**src/sv/ordered_array_table_unit_defines.svh**
```systemverilog
// Assertion macros shared by the ordered array table.
`ifndef ORDERED_ARRAY_TABLE_UNIT_DEFINES_SVH
`define ORDERED_ARRAY_TABLE_UNIT_DEFINES_SVH

// Checks a condition at every clock edge outside reset.
`define OAT_ASSERT_NOW(label, cond, msg) \
  label: assert property (@(posedge clk) disable iff (rst) (cond)) else $error(msg);

// Checks that a condition in one cycle is followed by another in the next.
`define OAT_ASSERT_NEXT(label, ante, cons, msg) \
  label: assert property (@(posedge clk) disable iff (rst) (ante) |=> (cons)) else $error(msg);

`endif

```
**src/sv/oat_pkg.sv**
```systemverilog
package oat_pkg;

  typedef enum logic [1:0] {
    REQ_READ,
    REQ_INSERT,
    REQ_REMOVE_AT,
    REQ_REMOVE_ALL
  } req_kind_t;

  typedef enum logic [1:0] {
    STATUS_OK,
    STATUS_RANGE,
    STATUS_FULL,
    STATUS_NOT_FOUND
  } status_t;

  localparam logic signed [31:0] BAD_READ_VALUE = 32'sd9999999;

endpackage

```
**src/sv/oat_ram.sv**
```systemverilog
module oat_ram #(
  parameter int WIDTH = 32,
  parameter int DEPTH = 64,
  localparam int AW = (DEPTH > 1) ? $clog2(DEPTH) : 1
) (
  input  logic             clk,
  input  logic             we,
  input  logic [AW-1:0]    waddr,
  input  logic [WIDTH-1:0] wdata,
  input  logic [AW-1:0]    raddr,
  output logic [WIDTH-1:0] rdata
);

  logic [WIDTH-1:0] mem [DEPTH];

  always_ff @(posedge clk) begin
    if (we) begin
      mem[waddr] <= wdata;
    end
    rdata <= mem[raddr];
  end

endmodule

```
**src/sv/ordered_array_table_unit.sv**
```systemverilog
// Ordered array table: an ordered list of signed 32-bit entries held in one
// synchronous RAM, with a count of entries held.
// The request channel (req_valid, req_stall, req_type, position, item_value)
// takes one word at a time; the response channel (rsp_valid, rsp_stall,
// read_value, status, entry_count, removed_count) gives one word per request.
// A request is taken only while the unit is idle; req_stall is high while it
// works. An insert inside the list, a remove at a position and a remove of a
// value move or scan the entries through the single RAM write port, one entry
// per cycle. When the work ends the result waits in the finishing state until
// the output register is free, and is then loaded into it.
// The response sits in an output register, so the next request may be taken
// while it waits; if rsp_stall holds it, the next result waits in the unit and
// further requests stall. Synchronous reset empties the table at once and
// drops any pending response; the RAM contents need no clearing.
`include "ordered_array_table_unit_defines.svh"

module ordered_array_table_unit import oat_pkg::*; #(
  parameter int CAPACITY = 64
) (
  input  logic               clk,
  input  logic               rst,
  input  logic               req_valid,
  output logic               req_stall,
  input  logic [1:0]         req_type,
  input  logic [5:0]         position,
  input  logic signed [31:0] item_value,
  output logic               rsp_valid,
  input  logic               rsp_stall,
  output logic signed [31:0] read_value,
  output logic [1:0]         status,
  output logic [6:0]         entry_count,
  output logic [6:0]         removed_count
);

  localparam int AW = $clog2(CAPACITY);
  localparam int CW = $clog2(CAPACITY + 1);
  localparam int XW = (CW > 6) ? CW : 6;

  typedef enum logic [2:0] {
    ST_IDLE,
    ST_READ,
    ST_UP,
    ST_UP_LAST,
    ST_DOWN,
    ST_SCAN,
    ST_FIN
  } state_t;

  state_t             state, state_next;
  logic [CW-1:0]      fill, fill_next;
  logic [CW-1:0]      wr_cnt, wr_cnt_next;
  logic [AW-1:0]      cur, cur_next;
  logic [AW-1:0]      pos_q, pos_next;
  logic signed [31:0] val_q, val_next;
  logic signed [31:0] res_rd, res_rd_next;
  status_t            res_st, res_st_next;
  logic [CW-1:0]      res_rm, res_rm_next;

  logic          ram_we;
  logic [AW-1:0] ram_waddr;
  logic [31:0]   ram_wdata;
  logic [AW-1:0] ram_raddr;
  logic [31:0]   ram_rdata;

  logic          pos_ok;
  logic          full;
  logic [AW-1:0] last_addr;
  logic          keep;
  logic [CW-1:0] w_new;
  logic          rsp_load;

  oat_ram #(
    .WIDTH(32),
    .DEPTH(CAPACITY)
  ) u_ram (
    .clk  (clk),
    .we   (ram_we),
    .waddr(ram_waddr),
    .wdata(ram_wdata),
    .raddr(ram_raddr),
    .rdata(ram_rdata)
  );

  assign pos_ok    = XW'(position) < XW'(fill);
  assign full      = fill == CW'(CAPACITY);
  assign last_addr = AW'(fill - CW'(1));
  assign keep      = $signed(ram_rdata) != val_q;
  assign w_new     = wr_cnt + CW'(keep);
  assign req_stall = state != ST_IDLE;
  assign rsp_load  = (state == ST_FIN) && (!rsp_valid || !rsp_stall);

  always_comb begin
    state_next  = state;
    fill_next   = fill;
    wr_cnt_next = wr_cnt;
    cur_next    = cur;
    pos_next    = pos_q;
    val_next    = val_q;
    res_rd_next = res_rd;
    res_st_next = res_st;
    res_rm_next = res_rm;
    ram_we      = 1'b0;
    ram_waddr   = cur;
    ram_wdata   = ram_rdata;
    ram_raddr   = cur;
    case (state)
      ST_IDLE: begin
        if (req_valid) begin
          pos_next    = AW'(position);
          val_next    = item_value;
          res_rd_next = '0;
          res_st_next = STATUS_OK;
          res_rm_next = '0;
          case (req_kind_t'(req_type))
            REQ_READ: begin
              if (pos_ok) begin
                ram_raddr  = AW'(position);
                state_next = ST_READ;
              end else begin
                res_rd_next = BAD_READ_VALUE;
                res_st_next = STATUS_RANGE;
                state_next  = ST_FIN;
              end
            end
            REQ_INSERT: begin
              if (full) begin
                res_st_next = STATUS_FULL;
                state_next  = ST_FIN;
              end else if (!pos_ok) begin
                ram_we     = 1'b1;
                ram_waddr  = AW'(fill);
                ram_wdata  = item_value;
                fill_next  = fill + CW'(1);
                state_next = ST_FIN;
              end else begin
                ram_raddr  = last_addr;
                cur_next   = last_addr;
                state_next = ST_UP;
              end
            end
            REQ_REMOVE_AT: begin
              if (!pos_ok) begin
                res_st_next = STATUS_RANGE;
                state_next  = ST_FIN;
              end else begin
                res_rm_next = CW'(1);
                if (AW'(position) == last_addr) begin
                  fill_next  = fill - CW'(1);
                  state_next = ST_FIN;
                end else begin
                  ram_raddr  = AW'(position) + AW'(1);
                  cur_next   = AW'(position) + AW'(1);
                  state_next = ST_DOWN;
                end
              end
            end
            default: begin
              if (fill == '0) begin
                res_st_next = STATUS_NOT_FOUND;
                state_next  = ST_FIN;
              end else begin
                ram_raddr   = '0;
                cur_next    = '0;
                wr_cnt_next = '0;
                state_next  = ST_SCAN;
              end
            end
          endcase
        end
      end
      ST_READ: begin
        res_rd_next = ram_rdata;
        state_next  = ST_FIN;
      end
      ST_UP: begin
        ram_we    = 1'b1;
        ram_waddr = cur + AW'(1);
        if (cur == pos_q) begin
          state_next = ST_UP_LAST;
        end else begin
          cur_next  = cur - AW'(1);
          ram_raddr = cur - AW'(1);
        end
      end
      ST_UP_LAST: begin
        ram_we     = 1'b1;
        ram_waddr  = pos_q;
        ram_wdata  = val_q;
        fill_next  = fill + CW'(1);
        state_next = ST_FIN;
      end
      ST_DOWN: begin
        ram_we    = 1'b1;
        ram_waddr = cur - AW'(1);
        if (cur == last_addr) begin
          fill_next  = fill - CW'(1);
          state_next = ST_FIN;
        end else begin
          cur_next  = cur + AW'(1);
          ram_raddr = cur + AW'(1);
        end
      end
      ST_SCAN: begin
        ram_we      = keep;
        ram_waddr   = AW'(wr_cnt);
        wr_cnt_next = w_new;
        if (cur == last_addr) begin
          fill_next   = w_new;
          res_rm_next = fill - w_new;
          res_st_next = (w_new == fill) ? STATUS_NOT_FOUND : STATUS_OK;
          state_next  = ST_FIN;
        end else begin
          cur_next  = cur + AW'(1);
          ram_raddr = cur + AW'(1);
        end
      end
      ST_FIN: begin
        if (rsp_load) begin
          state_next = ST_IDLE;
        end
      end
      default: begin
        state_next = ST_IDLE;
      end
    endcase
  end

  always_ff @(posedge clk) begin
    if (rst) begin
      state     <= ST_IDLE;
      fill      <= '0;
      rsp_valid <= 1'b0;
    end else begin
      state <= state_next;
      fill  <= fill_next;
      if (rsp_load) begin
        rsp_valid <= 1'b1;
      end else if (!rsp_stall) begin
        rsp_valid <= 1'b0;
      end
    end
    wr_cnt <= wr_cnt_next;
    cur    <= cur_next;
    pos_q  <= pos_next;
    val_q  <= val_next;
    res_rd <= res_rd_next;
    res_st <= res_st_next;
    res_rm <= res_rm_next;
    if (rsp_load) begin
      read_value    <= res_rd;
      status        <= res_st;
      entry_count   <= 7'(fill);
      removed_count <= 7'(res_rm);
    end
  end

  `OAT_ASSERT_NOW(a_fill_bound, fill <= CW'(CAPACITY), "Entry count exceeds capacity.")
  `OAT_ASSERT_NEXT(a_accept_busy, req_valid && !req_stall, state != ST_IDLE, "Idle after accept.")
  `OAT_ASSERT_NEXT(a_rsp_load, rsp_load, rsp_valid && state == ST_IDLE, "Result not presented.")

endmodule

```
**config.mk**
```make
export PLATFORM = sky130hd
export DESIGN_NAME = ordered_array_table_unit
export DESIGN_NICKNAME = d
export VERILOG_FILES = /design/src/sv/oat_pkg.sv /design/src/sv/oat_ram.sv /design/src/sv/ordered_array_table_unit.sv
export VERILOG_INCLUDE_DIRS = /design/src /design/src/sv
export SDC_FILE = /design/constraint.sdc
export NUM_CORES = 2
export LEC_CHECK = 0
export BUFFER_PORTS_ARGS = -buffer_cell sky130_fd_sc_hd__buf_2
export CAP_MARGIN = 15
export CORE_AREA = 2 2 506 508
export CTS_CLUSTER_SIZE = 20
export DETAILED_ROUTE_END_ITERATION = 10
export DIE_AREA = 0 0 508 510
export SYNTH_ARGS = -nofsm -noshare
export SYNTH_HDL_FRONTEND = slang
export SYNTH_SLANG_ARGS = --single-unit
```
**constraint.sdc**
```tcl
create_clock -name clk -period 5.9 [get_ports clk]
set_input_delay 0.885 -clock clk [delete_from_list [all_inputs] [get_ports clk]]
set_output_delay 0.885 -clock clk [all_outputs]
set_load 0.01 [all_outputs]
```
==> flow_summary.yaml <==
clock_tree:
  cts_inserted_buffers: 214
  clockBufferDepth: 3
  cts.clk_slew.worst_paths_ns: 0.07
  h-tree-depth: 4
  clk_latency_ns: 0.87
  cts_sinks: 2231
  cts_tree: "yes"
  cts_root_buf: "clkbuf_16"
  ctsHoldBuffers: 0
  cts_setup_buffers: 0
floorplan:
  die_height_um: 510
  dieArea_mm2: 0.259
  die_x_um: 508
  fp-row-count: 185
  pin_count: 94
  coreArea_mm2: 0.253
  initial_utilization: 0.348
place:
  port_buffers: 93
  dp_cells: 9222
  dp_hpwl_um: 163000
  place_area_mm2: 0.0963
  gp_congestion: 0.931
  pre_cts_slack_ns: -0.334
yosys:
  yosys_most_used_dff: "edfxtp_1"
  yosys.cell_types.count: 86
  syn_inst: 5737
  synth_edf_count: 2188
  syn_area_per_cell_um2: 15.4
  syn-num-nets: 5805
  yosysSeqAreaShare: 0.755
  async_flop_share: 0
  syn_area_mm2: 0.0882
  ys_ff_latch: 2231
  yosysWarnings: 0
layout:
  nFillCells: 22800
  mostFrequentLayoutCell: "edfxtp_1"
  fin_area_mm2: 0.103
  area_growth_pct: 17.1
  drive_gt1_frac: 0.163
  fin_cells: 9621
  multi_input_area_mm2: 0.0203
  register_area_mm2: 0.0666
  nets: 6143
  most-common-layout-cells: "edfxtp_1 (2188), nand2_1 (867), a21oi_1 (507), buf_4 (278), mux2i_1 (247)"
route:
  num_vias: 54600
  drt-wirelength-per-cell_um: 28.0
  detail-route-antenna-nets: 0
  drt_pass1_iterations: 7
  post_drt_via_cell_ratio: 5.68
  wirelength_um: 269000
  route.detailed.drc: 0
  drtIter0Drc: 8261
setup_path:
  cp.arrival_ns: 6.40
  reg2reg_from: "fill[0]"
  reg2reg_slack_ns: 0.18
  end_kind: "flop"
  r2r_cells: 13
  reg2reg_to: "u_ram.rdata[23]"
  crit_required_ns: 6.58
  startpoint_type: "flop"
  criticalPathCategory: "reg2reg"
  critPathMaxFanout: 35
timing:
  slew_violations: 0
  slew_headroom: 0.173
  tightest_slew_ns: 1.23
  setup_violations: 0
  final.period_utilization: 0.970
  setup_slack_ns: 0.180
  grt_setup_unrepaired: "no"
  period_needed_ns: 5.72
  fin_skew_ns: 0.0477
  final-hold-violation-count: 0
  fmax_ghz: 0.175
global_route:
  overflow: 0
  grt_pass1_wl_um: 379000
  grt_pass1_vias: 51500
  grt_max_degree: 83
  track_usage: 0.202
  antenna_found_initial: 11
hold_path:
  hp-class: "in2reg"
  min_from: "item_value[18]"
  hold_depth: 1
  holdPathEnd: "val_q[18]"
job:
  maxCapViolCount: 0
run_status:
  status: "complete, no violations"
==> worst max-delay path: stages, from the launching register on <==
cell and delay (ns):
dfxtp_1 0.31, inv_1 0.14, ha_1 0.36, xor3_1 0.38, a2111oi_1 0.47, o21ai_1 0.27, o211ai_2 0.26, a311oi_2 0.18
nor4_4 0.82, buf_12 0.34, mux4_2 0.54, a22o_1 0.24, nor4_1 1.01, nand4_1 0.17
==> cells in the mapped netlist, types with 32 or more instances <==
master    instances  area [µm²]
inv_1            60         225
o22ai_1         162        1010
a22o_1          206        1800
edfxtp_1       2188       65700
nor2_1          132         495
nand3_1         100         500
xnor2_1          62         543
o21ai_0          75         375
a32oi_1          89         780
clkbuf_1        185         694
mux4_2           76        1710
a222oi_1         33         330
nand4_1          85         532
a31oi_1          32         200
a22oi_1          60         450
mux2i_1         247        2470
dfxtp_1          43         861
a21oi_1         508        2540
buf_2           147         736
nand2_1         867        3250
==> area by class of cell <==
cell class / count / share of cell area
clock inverters: 129 / 0.0117
multi-input cells: 3068 / 0.197
clock buffers: 265 / 0.0554
well taps: 3366 / 0.0408
inverters: 61 / 0.00222
flip-flops and latches: 2231 / 0.644
repair buffers: 499 / 0.0488
diodes: 2 / 0.0000484
==> layer usage <==
layer | GRT usage | part of all wire | vias to the layer above
li1 | - | - | 23100
met1 | 0.291 | 0.42 | 28100
met2 | 0.310 | 0.45 | 3031
met3 | 0.0388 | 0.11 | 376
met4 | 0.0596 | 0.027 | 2
met5 | 0 | 0.000048 | -
==> worst max-delay path by stage <==
stage          cells after the start               to        start
2_1_floorplan                     11  u_ram.mem[1][0]  position[4]
3_3_place_gp                      14  u_ram.rdata[31]  position[4]
3_5_place_dp                      14  u_ram.rdata[10]  position[4]
4_1_cts                           14   u_ram.rdata[3]      fill[0]
5_1_grt                           14   u_ram.rdata[9]      fill[0]
6_report                          13  u_ram.rdata[23]      fill[0]
==> flip-flops by register name, summed over array words and instances, names as in the netlist <==
register and cells:
res_rd 32, fill 7, removed_count 7, status 2, read_value 32, entry_count 7, u_ram.rdata 32, val_q 32
pos_q 6, wr_cnt 7, res_st 2, rsp_valid 1, u_ram.mem 2048, state 3, cur 6, res_rm 7
==> stage by stage <==
stage	TNS (ns)	hold WS [ns]	utilization
after detailed placement	-1.41	0.405	0.380
after CTS	0	0.165	0.407
after global routing	0	0.203	0.408
after floorplan	0	0.400	-
after global placement	-3.00	0.403	0.380
final	0	0.237	0.408
==> logic make-up (layout without fill, tap and decap cells) <==
family                   after synthesis  after routing  share of synthesized area
flip-flops                          2231           2231                      0.755
AND/OR/NAND/NOR                     1325           1325                     0.0648
AO/OA/AOI/OAI                       1313           1313                     0.0991
buffers and inverters                438            954                     0.0215
multiplexers                         325            325                     0.0477
XOR/XNOR                              81             81                    0.00885
adder cells (fa/ha/maj)               24             24                    0.00349
other                                  0              2                          0
==> timing repair <==
| action | CTS | global route |
|---|---|---|
| endpoints found under the setup margin | 2 | 3 |
| endpoints found under the hold margin | 0 | 0 |
| resized for setup | 2 | 3 |
Power is left out: the tool's default activity adds up to more than one toggle a clock period on the data nets, which glitch-free logic cannot reach.
